==> src/rtl/rnc_pkg.sv <==
// Shared types and constants for the replay nonce cache.
package rnc_pkg;

    localparam int unsigned DefDepth = 64;
    localparam int unsigned DefClientIdBytes = 16;
    localparam int unsigned DefNonceBytes = 16;

    localparam logic [6:0]  CapReset  = 7'd64;
    localparam logic [31:0] SkewReset = 32'd300;

    // Configuration register indexes
    localparam logic CfgCapacity = 1'b0;
    localparam logic CfgSkew     = 1'b1;

    // Result status codes
    localparam logic [2:0] StOk      = 3'd0;
    localparam logic [2:0] StInvalid = 3'd1;
    localparam logic [2:0] StSkew    = 3'd2;
    localparam logic [2:0] StReplay  = 3'd3;
    localparam logic [2:0] StCleared = 3'd4;

    // Classified command from the front part to the back part
    typedef struct packed {
        logic        clear;   // empty the store
        logic        done;    // result already known, store untouched
        logic [2:0]  status;  // status when done
        logic [63:0] cid_hi;
        logic [63:0] cid_lo;
        logic [63:0] non_hi;
        logic [63:0] non_lo;
        logic [63:0] now;
        logic [63:0] expiry;
    } t_cmd;

endpackage

==> src/rtl/rnc_front.sv <==
// Front part: masks the key, checks the hello and computes its expiry.
module rnc_front import rnc_pkg::*; #(
    parameter int unsigned CLIENT_ID_BYTES = DefClientIdBytes,
    parameter int unsigned NONCE_BYTES     = DefNonceBytes
) (
    input  logic        i_clk,
    input  logic        i_rst_n,
    input  logic        i_valid,
    output logic        o_ready,
    input  logic        i_req_type,
    input  logic [63:0] i_cid_hi,
    input  logic [63:0] i_cid_lo,
    input  logic [63:0] i_non_hi,
    input  logic [63:0] i_non_lo,
    input  logic [63:0] i_hello_time,
    input  logic [31:0] i_key_id,
    input  logic [63:0] i_now,
    input  logic [31:0] i_skew,
    output logic        o_valid,
    input  logic        i_ready,
    output t_cmd        o_cmd
);
    localparam int unsigned CidBits = CLIENT_ID_BYTES * 8;
    localparam int unsigned NonBits = NONCE_BYTES * 8;

    function automatic logic [127:0] key_mask(input int unsigned nbits);
        logic [127:0] m;
        m = '0;
        for (int k = 0; k < 128; k++) begin
            if (k < nbits) m[k] = 1'b1;
        end
        return m;
    endfunction

    localparam logic [127:0] CidMask = key_mask(CidBits);
    localparam logic [127:0] NonMask = key_mask(NonBits);

    logic [127:0] w_cid, w_non;
    logic [63:0]  w_diff, w_base, w_skew, w_sum;
    logic         w_carry, w_bad;
    t_cmd         w_cmd, r_cmd;
    logic         r_valid;

    always_comb begin
        w_cid  = {i_cid_hi, i_cid_lo} & CidMask;
        w_non  = {i_non_hi, i_non_lo} & NonMask;
        w_skew = {32'd0, (i_skew == 32'd0) ? 32'd1 : i_skew};
        w_diff = (i_hello_time > i_now) ? i_hello_time - i_now : i_now - i_hello_time;
        w_base = (i_now > i_hello_time) ? i_now : i_hello_time;
        {w_carry, w_sum} = {1'b0, w_base} + {1'b0, w_skew};
        w_bad  = (w_cid == '0) || (w_non == '0) || (i_hello_time == '0) || (i_key_id == '0);
        w_cmd.clear  = i_req_type;
        w_cmd.done   = !i_req_type && (w_bad || (w_diff > w_skew));
        w_cmd.status = i_req_type ? StCleared : (w_bad ? StInvalid :
                       ((w_diff > w_skew) ? StSkew : StOk));
        w_cmd.cid_hi = w_cid[127:64];
        w_cmd.cid_lo = w_cid[63:0];
        w_cmd.non_hi = w_non[127:64];
        w_cmd.non_lo = w_non[63:0];
        w_cmd.now    = i_now;
        w_cmd.expiry = w_carry ? '1 : w_sum;
    end

    assign o_ready = !r_valid || i_ready;
    assign o_valid = r_valid;
    assign o_cmd   = r_cmd;

    // Hold one classified beat as the queue entry
    always_ff @(posedge i_clk) begin
        if (!i_rst_n) begin
            r_valid <= 1'b0;
        end else if (o_ready) begin
            r_valid <= i_valid;
        end
        if (o_ready && i_valid) begin
            r_cmd <= w_cmd;
        end
    end
endmodule

==> config.mk <==
export PLATFORM = sky130hd
export DESIGN_NAME = rnc_front
export DESIGN_NICKNAME = d
export VERILOG_FILES = /design/src/rtl/rnc_pkg.sv /design/src/rtl/rnc_front.sv
export SDC_FILE = /design/constraint.sdc
export NUM_CORES = 1
export LEC_CHECK = 0
export BUFFER_PORTS_ARGS = -buffer_cell sky130_fd_sc_hd__buf_2
export CAP_MARGIN = 20
export CORE_AREA = 2 2 327 329
export CTS_BUF_LIST = sky130_fd_sc_hd__clkbuf_16
export DETAILED_ROUTE_END_ITERATION = 16
export DIE_AREA = 0 0 329 331
export HOLD_SLACK_MARGIN = 0.03
export PLACE_DENSITY_LB_ADDON = 0.08
export SLEW_MARGIN = 20
export SYNTH_ARGS = -nofsm -noshare
export SYNTH_HDL_FRONTEND = slang
export SYNTH_SLANG_ARGS = --single-unit
==> constraint.sdc <==
create_clock -name i_clk -period 18.89 [get_ports i_clk]
set_input_delay 3.778 -clock i_clk [delete_from_list [all_inputs] [get_ports i_clk]]
set_output_delay 3.778 -clock i_clk [all_outputs]
set_load 0.01 [all_outputs]
* Yosys cells after proc, flatten, opt, wreduce, memory -nomap -nowiden
Index checks and enable logic that the tools add are counted.
** Cells by class
- Add/sub/neg operators :: 3
- $lt $le $gt $ge :: 3
- Multiplexer cells :: 5
- Reductions and logical operators :: 15
** Operator list (number)
- 128-bit logical NOT :: 2
- 64-bit > comparator :: 2
- 64-bit two-way mux :: 2
- 64-bit subtractor :: 2
- 64-bit by 32-bit adder with 65-bit output :: 1
- 64-bit by 32-bit > comparator with 1-bit output :: 1
- 32-bit logical NOT :: 2
- 64-bit logical NOT :: 1
- 32-bit two-way mux :: 1
- 1-bit logical OR :: 5
- 1-bit logical AND :: 2
- 1-bit logical NOT :: 2
- 2-bit two-way mux :: 1
- 2-bit OR reduction :: 1
- 1-bit two-way mux :: 1
** Word-level totals
- Flip-flop bits (word level) :: 390
- Word-level logic and storage cells :: 37

* Longest topological paths before layout
Gate-level depths: netlist of run 1.
- Depth after elaboration :: 6
- Depth in mapped cells :: 35

* Worst setup path before layout of run 1
OpenSTA, ideal clock, no wires.
- Path type :: input -> register
- Start point :: in i_ready
- End point :: reg r_cmd (netlist bit o_cmd[0]) (enable)
- Arrival time :: 12805 ps
- Path slack :: 5282 ps
- Stages on the path :: 2
- Path buffers :: 0
- Cell sequence :: nand2b_1 and2_1
** Between the ends
- Longest elaborated chain between the ends :: 2
** Ends and longest elaborated chain
- start: declaration :: RTL line rnc_front.sv:20 : input logic i_ready,
- 1-bit logical OR :: RTL line rnc_front.sv:64 : assign o_ready = !r_valid || i_ready;
- 1-bit logical AND :: RTL line rnc_front.sv:75 : if (o_ready && i_valid) begin
- end signal: assignment :: RTL line rnc_front.sv:76 : r_cmd <= w_cmd;
- end: declaration :: RTL line rnc_front.sv:41 : t_cmd w_cmd, r_cmd;
No other way between the ends.
A chain may end at the register's enable or synchronous reset.

* Final worst setup path of run 1
- Start point :: in i_hello_time[22]
- End point :: reg r_cmd (netlist bit o_cmd[23]), data pin
** Between the ends
- Longest elaborated chain between the ends :: 3
** Ends and longest elaborated chain
- start: declaration :: RTL line rnc_front.sv:15 : input logic [63:0] i_hello_time,
- 64-bit > comparator :: RTL line rnc_front.sv:49 : w_base = (i_now > i_hello_time) ? i_now : i_hello_time;
- 64-bit two-way mux * :: RTL line rnc_front.sv:49
- 64-bit by 32-bit adder with 65-bit output * :: RTL line rnc_front.sv:50 : {w_carry, w_sum} = {1'b0, w_base} + {1'b0, w_skew};
Mark *: on every way between the ends. The rest lies on a longest branch, timed or not.

==> out/qor.yml, run 1 <==
worst_setup_path:
  slowest_stage: "nor2_1"
  max_stage_delay_ns: 0.67
  path_max_fanout: 60
  required_ns: 19.19
  startpoint_type: "input port"
  crit_path_frequent_cell: "buf_4"
  cp.arrival_ns: 12.43
  crit_type: "in -> reg"
  crit_path_end_kind: "register"
detailed_routing:
  wl_mm: 145
  first_iter_violations: 2361
  via_count: 24783
  drc: 0
  wl_per_cell_microns: 30.2
  drt_pre_antenna_iters: 6
  vias_per_cell: 5.14
  ant_nets: 0
run:
  drv_cap: 0
pwr:
  netSwitchingPower_mw: 1.00
  ir_drop_mv: 0.0654
  clockPowerShare_pct: 32.4
  powerDensity_mw_per_mm2: 86.7
  power.internal_mw: 1.82
  comb_power_share_pct: 30.3
  p_sw_share_pct: 35.5
  power_frac_seq_pct: 37.3
  p_leak_nw: 13.7
yosys:
  synth_edf_count: 389
  synth_ff_type: "edfxtp_1"
  synth-seq-cells: 390
  synthCells: 2597
  yosysWarningCount: 0
  async_flop_share_pct: 0
  ys_types: 89
  avgSynthCellArea_sq_um: 9.85
  syn_area_sq_mm: 0.0256
  syn_nets: 3245
  seq_area_frac_synth_pct: 45.7
placement:
  numPortBuffers: 843
  gp_congestion: 0.994
  hpwl_mm: 124
  dpl-instance-area_sq_mm: 0.0310
cells_and_area:
  area_growth_pct: 27.2
  nNetsFinal: 4028
  layout-drive-gt1-share_pct: 29.2
  fin_area_sq_mm: 0.0326
global_route:
  grt_usage_pct: 25.5
  overflow: 0
  antenna_found_initial: 21
  grt_pass1_vias: 24235
  grt_pass1_wl_mm: 196
  grt_max_degree: 69
sta:
  fmax_ghz: 0.0824
  final-setup-viol-count: 0
  drv_slew: 0
  setup_tns_ns: 0
  hold_viol_final: 0
  rsz0062_at_grt: "false"
  finalCritPeriodShare_pct: 64.2
  finalCriticalPeriod_ns: 12.13
  finalClockSkew_ns: 0.0250
  max_slew_margin_pct: 27.8
  tightest_slew_ns: 1.08
cts:
  clk_pin_slew_ns: 0.06
  clk_latency_ns: 0.63
  post-cts-setup-buffers: 0
  cts_tree: "built"
  cts_made_buffers: 49
  cts_resized: 0
  cts_sinks: 390
  htreeDepth: 2
  clk_path_buf_depth: 3
  ctsRootBufferMaster: "clkbuf_16"
  cts-hold-fix-buffers: 0
die:
  dieWidth_microns: 329
  initial_core_util_pct: 24.4
  std_cell_rows: 119
  dieArea_sq_mm: 0.109
  core-area_sq_mm: 0.105
  die_h_microns: 331
  ios: 844
run_status:
  status: "completed"
hold_path:
  hold_path_class: "reg -> reg"
layout make-up:
cell class / instances / area (sq um)
Sequential cell: 390 / 11700
Fill cell: 11229 / 72400
Multi-Input combinational cell: 1893 / 12500
Clock buffer: 50 / 1250
Inverter: 184 / 691
Clock inverter: 41 / 265
Timing Repair Buffer: 862 / 4360
Antenna cell: 10 / 25.0
Tap cell: 1391 / 1740
synth_stat cells (16+ instances only):
cell type  instances  share of area, %
a21oi_1          243               4.8
o21a_1            21              0.62
a31oi_1           16              0.39
clkbuf_1          63              0.92
a21o_1            53               1.6
buf_4             22              0.65
nor2_1           144               2.1
edfxtp_1         389                46
xor2_1            35               1.2
o21ai_0          193               3.8
o21bai_1          27              0.79
nor3_1            64               1.3
buf_2             24              0.47
mux2i_1           24              0.94
nand4_1           83               2.0
nand2_1          247               3.6
ha_1             192               9.4
nand2b_1          16              0.39
nand3_1           46              0.90
a221oi_1          17              0.58
xnor2_1           83               2.8
nor4_1           119               2.9
inv_1            184               2.7
a211oi_1          21              0.62
power groups by stage:
stage	Sequential, mW	Clock [mW]	Combinational, mW
after floorplan	1.12	0	0.431
after global placement	1.07	0	0.858
after detailed placement	1.07	0	0.844
after CTS	1.05	0.944	0.848
after global routing	1.06	0.974	0.917
final	1.05	0.914	0.855
flip-flops by register name, summed over array words and instances, names as in the netlist:
register / count
o_cmd: 389
o_valid: 1
critical path: cells and delay by family:
family                   cells  cell delay (ns)
buffers and inverters        6             2.21
adder cells (fa/ha/maj)      2             0.86
AO/OA/AOI/OAI               11             2.64
AND/OR/NAND/NOR              9             2.80
per-stage QoR:
stage | instances | worst slack, ns | utilization [%] | power (mW) | hold WS, ns
after floorplan | 2597 | 5.28 | - | 1.55 | 0.610
after CTS | 4811 | 6.89 | 31.0 | 2.84 | 0.574
final | 4821 | 6.76 | 31.0 | 2.82 | 0.561
after global routing | 4816 | 6.43 | 31.0 | 2.95 | 0.624
after detailed placement | 4720 | 6.22 | 29.5 | 1.91 | 0.563
after global placement | 4720 | 6.31 | 29.5 | 1.93 | 0.545
layout by cell type (no fill, tap or decap), drive strengths merged, types with 7 or more instances in the layout:
master and instances:
a21oi 258, a2111oi 7, o21bai 27, mux2i 25, and3 15, clkinv 25
nor4 121, o31ai 8, ha 192, nand3 46, nand2 252, o221ai 12
buf 862, o21a 22, nor2b 15, nand4 87, a21o 53, o21ai 211
a21boi 10, nor2 150, or2 8, or4 9, clkbuf 50, inv 198
or3 10, a31oi 16, a221oi 17, diode 10, a211oi 22, and2 9
xnor2 83, xor2 35, o211ai 15, edfxtp 389, nor3 64, nand2b 16
path summary, 6_finish.rpt:
kind	from	to	slack (ns)	depth (start not counted)
worst max-delay path	i_hello_time[22]	o_cmd[23]$_SDFFCE_PP1P_	6.76	28
worst min-delay path	o_valid$_SDFFE_PN0N_	o_valid$_SDFFE_PN0N_	0.56	2
worst max register to register	o_valid$_SDFFE_PN0N_	o_cmd[69]$_DFFE_PP_	15.21	5
worst min register to register	o_valid$_SDFFE_PN0N_	o_valid$_SDFFE_PN0N_	0.56	2
kinds of logic (layout without fill, tap and decap cells):
logic type               count (synthesis)  count (layout)  share of synthesized area [%]
AND/OR/NAND/NOR                        814             814                           16.0
AO/OA/AOI/OAI                          739             739                           18.1
flip-flops                             390             390                           45.7
buffers and inverters                  314            1137                           5.49
adder cells (fa/ha/maj)                195             195                           9.62
XOR/XNOR                               118             118                           4.04
multiplexers                            27              27                           1.08
other                                    0              10                              0
metal layers:
metal | GRT usage [%] | up-vias | part of all wire [%]
met3 | 4.43 | 152 | 6.5
met4 | 6.71 | 10 | 2.7
met2 | 43.8 | 1050 | 49
li1 | - | 11313 | -
met1 | 33.0 | 12258 | 42
met5 | 0 | - | 0.048
No activity file was read; power rests on OpenSTA's default activity.
==> run 2, diff against run 1 <==
--- a/config.mk
+++ b/config.mk
@@ -7,10 +7,10 @@
 export LEC_CHECK = 0
 export BUFFER_PORTS_ARGS = -buffer_cell sky130_fd_sc_hd__buf_2
 export CAP_MARGIN = 20
-export CORE_AREA = 2 2 327 329
+export CORE_AREA = 2 2 329 331
 export CTS_BUF_LIST = sky130_fd_sc_hd__clkbuf_16
 export DETAILED_ROUTE_END_ITERATION = 16
-export DIE_AREA = 0 0 329 331
+export DIE_AREA = 0 0 331 333
 export HOLD_SLACK_MARGIN = 0.03
 export PLACE_DENSITY_LB_ADDON = 0.08
 export SLEW_MARGIN = 20
==> constraint.sdc (replaced) <==
create_clock -name i_clk -period 11.8 [get_ports i_clk]
set_input_delay 2.36 -clock i_clk [delete_from_list [all_inputs] [get_ports i_clk]]
set_output_delay 2.36 -clock i_clk [all_outputs]
set_load 0.01 [all_outputs]
==> run 2 against run 1 <==
Clock power up 68%. Sequential share of layout area decreased by 0.15 points. Critical path depth is the same. Critical endpoint is now o_cmd[4]$_SDFFCE_PP1P_. Largest cell class unchanged. Largest power group unchanged.
==> out/qor.yml, run 2 (synthesized netlist as in run 1, its figures left out) <==
cells_and_area:
  final_cell_mix: "buf_2 (843), edfxtp_1 (389), nand2_1 (245)"
  largest_reg_flops: 389  # unchanged
  fin_area_sq_mm: 0.0327  # +0.41%
  fillers: 11506  # +2.5%
  final_common_cell: "buf_2"
  nNetsFinal: 4028  # unchanged
  area_growth_pct: 27.7
  layout-drive-gt1-share_pct: 29.5  # +0.30 points
global_route:
  grt_max_degree: 151  # +120%
  overflow: 0  # unchanged
  grt_pass1_wl_mm: 196  # about the same
  antenna_found_initial: 23  # +9.5%
  grt_usage_pct: 25.2  # -0.28 points
  grt_pass1_vias: 24113  # -0.50%
worst_setup_path:
  path_buf_inv: 6  # unchanged
  path_delay_family: "compound AO/OA/AOI/OAI gates"
  path_max_fanout: 60  # unchanged
  required_ns: 12.14  # -7.05 ns
  slowest_stage: "o21ai_1"
  max_stage_delay_ns: 0.70  # +0.03 ns
  cp.arrival_ns: 10.12  # -2.31 ns
  r2r_setup_slack_ns: 8.77  # -6.44 ns
  crit_path_end_kind: "register"
  crit_type: "in -> reg"
  startpoint_type: "input port"
die:
  ios: 844  # unchanged
  die_h_microns: 333  # +0.60%
  core-area_sq_mm: 0.107  # +1.6%
  dieArea_sq_mm: 0.110  # +1.2%
  std_cell_rows: 120  # +0.84%
  initial_core_util_pct: 24.0  # -0.37 points
  dieWidth_microns: 331  # +0.61%
cts:
  cts_resized: 0  # unchanged
  cts_tree: "built"
  htreeDepth: 2  # unchanged
  ctsRootBufferMaster: "clkbuf_16"
  cts_sinks: 390  # unchanged
  clk_pin_slew_ns: 0.07  # about the same
  cts-hold-fix-buffers: 0  # unchanged
  post-cts-setup-buffers: 0  # unchanged
  clk_latency_ns: 0.63  # about the same
  clk_path_buf_depth: 3  # unchanged
  cts_made_buffers: 49  # unchanged
sta:
  tightest_slew_ns: 1.18  # +0.0945 ns
  finalCritPeriodShare_pct: 82.9
  rsz0062_at_grt: "false"
  hold_viol_final: 0  # unchanged
  finalClockSkew_ns: 0.0115  # -0.0135 ns
  finalCriticalPeriod_ns: 9.78
  max_slew_margin_pct: 21.0  # -6.8 points
  drv_slew: 0  # unchanged
  final-setup-viol-count: 0  # unchanged
  setup_tns_ns: 0  # unchanged
  fmax_ghz: 0.102
pwr:
  ir_drop_mv: 0.103  # +57%
  powerDensity_mw_per_mm2: 140  # +62%
  power.total_mw: 4.59  # +63%
  p_leak_nw: 13.7  # +0.24%
detailed_routing:
  drc: 0  # unchanged
  wl_mm: 145  # about the same
  ant_nets: 0  # unchanged
  wl_per_cell_microns: 30.1  # -0.40%
  first_iter_violations: 2441  # +3.4%
  drt_pre_antenna_iters: 5  # -1
  via_count: 25031  # +1.0%
  vias_per_cell: 5.18  # +0.69%
placement:
  hpwl_mm: 123  # -1.0%
  numPortBuffers: 843  # unchanged
  gp_congestion: 0.976  # -1.8%
  dpl-instance-area_sq_mm: 0.0310  # +0.11%
run:
  drv_cap: 0  # unchanged
run_status:
  status: "completed"
hold_path:
  hold_path_class: "reg -> reg"
run 2: cell types whose count changed in the layout (fill, tap and decap cells not counted), moves of 3 or more:
| cell | previous run | this run |
|---|---|---|
| clkinv_2 | 8 | 14 |
| inv_1 | 195 | 189 |
| bufinv_16 | 2 | 5 |
| clkinv_1 | 14 | 8 |
| diode_2 | 10 | 14 |
run 2: final timing paths:
check                            to  depth (start not counted)                  from
max          o_cmd[4]$_SDFFCE_PP1P_                         28      i_hello_time[15]
min            o_valid$_SDFFE_PN0N_                          2  o_valid$_SDFFE_PN0N_
max reg2reg    o_cmd[262]$_DFFE_PP_                          4  o_valid$_SDFFE_PN0N_
min reg2reg    o_valid$_SDFFE_PN0N_                          2  o_valid$_SDFFE_PN0N_
run 2: report_power, final:
group          internal (mW)  total [mW]  switching (mW)
logic                  0.445        1.36           0.918
clock network          0.883        1.54           0.661
registers               1.66        1.68          0.0263
run 2: stage by stage:
stage	std cells	utilization [%]	worst slack [ns]	hold slack, ns
after global routing	4830	30.6	1.54	0.606
after global placement	4731	29.1	1.34	0.530
after floorplan	2597	-	3.02	0.609
final	4836	30.7	2.02	0.557
after detailed placement	4732	29.1	1.52	0.537
after CTS	4822	30.6	2.17	0.549
run 2: worst register-to-register path, stage by stage (launching register included):
cell and delay [ns]:
dfxtp_1 0.31, nand2b_1 0.11, and2_4 0.53, buf_4 0.85, buf_12 0.61
run 2: final cells by class:
class                   instances  area [sq um]  area share, %
multi-input cells            1893         12500           38.3
flip-flops and latches        390         11700           35.8
repair buffers                862          4390           13.4
well taps                    1403          1760           5.37
clock buffers                  50          1250           3.83
inverters                     184           691           2.11
clock inverters                40           355           1.09
diodes                         14          35.0          0.107
run 2: per-layer routing:
| layer | wire, microns | track usage [%] |
|---|---|---|
| met4 | 5320 | 9.20 |
| met3 | 10000 | 4.43 |
| met2 | 69600 | 42.0 |
| met5 | 86 | 0 |
| met1 | 60300 | 32.5 |
==> run 3, diff against run 2 <==
--- a/config.mk
+++ b/config.mk
@@ -7,10 +7,10 @@
 export LEC_CHECK = 0
 export BUFFER_PORTS_ARGS = -buffer_cell sky130_fd_sc_hd__buf_2
 export CAP_MARGIN = 20
-export CORE_AREA = 2 2 329 331
+export CORE_AREA = 2 2 326 328
 export CTS_BUF_LIST = sky130_fd_sc_hd__clkbuf_16
 export DETAILED_ROUTE_END_ITERATION = 16
-export DIE_AREA = 0 0 331 333
+export DIE_AREA = 0 0 328 330
 export HOLD_SLACK_MARGIN = 0.03
 export PLACE_DENSITY_LB_ADDON = 0.08
 export SLEW_MARGIN = 20
==> constraint.sdc (replaced) <==
create_clock -name i_clk -period 8.1 [get_ports i_clk]
set_input_delay 1.62 -clock i_clk [delete_from_list [all_inputs] [get_ports i_clk]]
set_output_delay 1.62 -clock i_clk [all_outputs]
set_load 0.01 [all_outputs]
==> run 3 against run 2 <==
Clock-buffer cell count stayed put. Core utilization grew 2.6 points. Sequential cell count stayed put. Combinational power rose by 65%. First-iteration DRC count rose by 0.94%. Via count is 3.8% higher. Sequential power increased by 47%. Die area down 1.8%. Total power rose by 55%. Critical path type unchanged. Largest power group unchanged.
==> out/qor.yml, run 3 (synthesized netlist as in run 1, its figures left out) <==
detailed_routing:
  via_count: 25971  # +3.8%
  vias_per_cell: 5.11  # -1.3%
  ant_nets: 0  # unchanged
  drt_pre_antenna_iters: 6  # +1
  drc: 0  # unchanged
  first_iter_violations: 2464  # +0.94%
  wl_mm: 149  # +2.5%
  wl_per_cell_microns: 29.3  # -2.5%
die:
  ios: 844  # unchanged
  initial_core_util_pct: 24.4  # +0.44 points
  std_cell_rows: 119  # -0.83%
  core-area_sq_mm: 0.105  # -1.8%
  die_h_microns: 330  # -0.90%
  dieArea_sq_mm: 0.108  # -1.8%
  dieWidth_microns: 328  # -0.91%
worst_setup_path:
  crit_type: "in -> reg"
  crit_path_end_kind: "register"
  max_stage_delay_ns: 0.53  # -0.17 ns
  path_max_fanout: 14  # -77%
  slowest_stage: "or4_1"
  startpoint_type: "input port"
  required_ns: 8.52  # -3.62 ns
  cp.arrival_ns: 7.81  # -2.31 ns
sta:
  setup_tns_ns: 0  # unchanged
  finalWorstSetupSlack_ns: 0.713  # -1.31 ns
  fmax_ghz: 0.135
  finalCriticalPeriod_ns: 7.39
  finalCritPeriodShare_pct: 91.2
  finalClockSkew_ns: 0.0395  # +0.0280 ns
  hold_viol_final: 0  # unchanged
  drv_slew: 0  # unchanged
  final-setup-viol-count: 0  # unchanged
  rsz0062_at_grt: "false"
  tightest_slew_ns: 1.17  # -0.00438 ns
  max_slew_margin_pct: 21.1  # +0.10 points
cells_and_area:
  nNetsFinal: 4299  # +6.7%
  largest_reg_flops: 389  # unchanged
  fillers: 11129  # -3.3%
  layout-drive-gt1-share_pct: 34.6  # +5.2 points
  ff_latch_area_sq_mm: 0.0117  # unchanged
  fin_area_sq_mm: 0.0349  # +6.7%
  area_growth_pct: 36.3
  multi_input_area_sq_mm: 0.0125  # about the same
  final_common_cell: "buf_2"
  final_cell_mix: "buf_2 (843), edfxtp_1 (389), buf_4 (281)"
cts:
  clk_path_buf_depth: 3  # unchanged
  post-cts-setup-buffers: 0  # unchanged
  cts-hold-fix-buffers: 0  # unchanged
  htreeDepth: 2  # unchanged
  clk_pin_slew_ns: 0.07  # about the same
  clk_latency_ns: 0.66  # +0.03 ns
  cts_made_buffers: 50  # +2.0%
  cts_resized: 0  # unchanged
  ctsRootBufferMaster: "clkbuf_16"
  cts_tree: "built"
  cts_sinks: 390  # unchanged
global_route:
  antenna_found_initial: 9  # -61%
  grt_pass1_wl_mm: 200  # +2.5%
  overflow: 0  # unchanged
  grt_pass1_vias: 25226  # +4.6%
  grt_max_degree: 163  # +7.9%
  grt_usage_pct: 26.3  # +1.0 points
placement:
  hpwl_mm: 128  # +3.9%
  numPortBuffers: 843  # unchanged
  gp_congestion: 0.994  # +1.9%
  dpl-instance-area_sq_mm: 0.0331  # +6.7%
  dp_slack_ns: 0.165  # -1.35 ns
hold_path:
  hold_path_class: "reg -> reg"
pwr:
  powerDensity_mw_per_mm2: 204  # +45%
  p_leak_nw: 15.1  # +10%
  ir_drop_mv: 0.160  # +55%
  power.total_mw: 7.10  # +55%
run_status:
  status: "completed"
run:
  drv_cap: 0  # unchanged
run 3: cell count changes in the layout (fill, tap and decap cells not counted), sizes merged:
cell	before	now
bufinv	5	8
buf	862	1132
inv	192	197
diode	14	5
clkinvlp	2	3
clkinv	25	17
run 3: final timing paths:
| kind | from | end | slack, ns | depth (start not counted) |
|---|---|---|---|---|
| setup reg to reg | o_valid$_SDFFE_PN0N_ | o_cmd[329]$_DFFE_PP_ | 5.80 | 3 |
| hold / removal | o_valid$_SDFFE_PN0N_ | o_valid$_SDFFE_PN0N_ | 0.61 | 2 |
| hold reg to reg | o_valid$_SDFFE_PN0N_ | o_valid$_SDFFE_PN0N_ | 0.61 | 2 |
| setup / recovery | i_hello_time[0] | o_cmd[387]$_DFFE_PP_ | 0.71 | 32 |
run 3: per-stage QoR:
step	cells	utilization, %	hold slack, ns
floorplan	2597	-	0.609
global placement	4990	31.6	0.562
detailed placement	4990	31.6	0.576
CTS	5081	33.3	0.597
global route	5082	33.3	0.667
finish	5086	33.3	0.606
run 3: power breakdown:
part / switching, mW / internal, mW / total, mW
Combinational: 1.41 / 0.832 / 2.25
Clock: 0.998 / 1.39 / 2.39
Sequential: 0.0494 / 2.42 / 2.47
Total: 2.46 / 4.64 / 7.10
run 3: metal layers:
metal	vias to the layer above	GRT usage [%]	share of wire [%]
met5	-	0	0.018
met4	4	6.99	2.8
met3	177	4.15	6.3
met2	1111	44.8	48
met1	12843	34.4	43
li1	11836	-	-
run 3: critical path, delay by kind of cell:
family / cells / cell delay [ns]
XOR/XNOR: 1 / 0.20
AO/OA/AOI/OAI: 12 / 2.09
AND/OR/NAND/NOR: 8 / 1.76
adder cells (fa/ha/maj): 3 / 0.92
buffers and inverters: 8 / 1.17
run 3: cell type report:
type | instances | area share [%]
sequential | 390 | 33.6
tap | 1391 | 4.99
clock inverter | 41 | 1.37
multi-input combinational | 1893 | 35.9
clock buffer | 50 | 3.59
timing repair buffer | 1132 | 18.6
antenna | 5 | 0.0359
inverter | 184 | 1.98
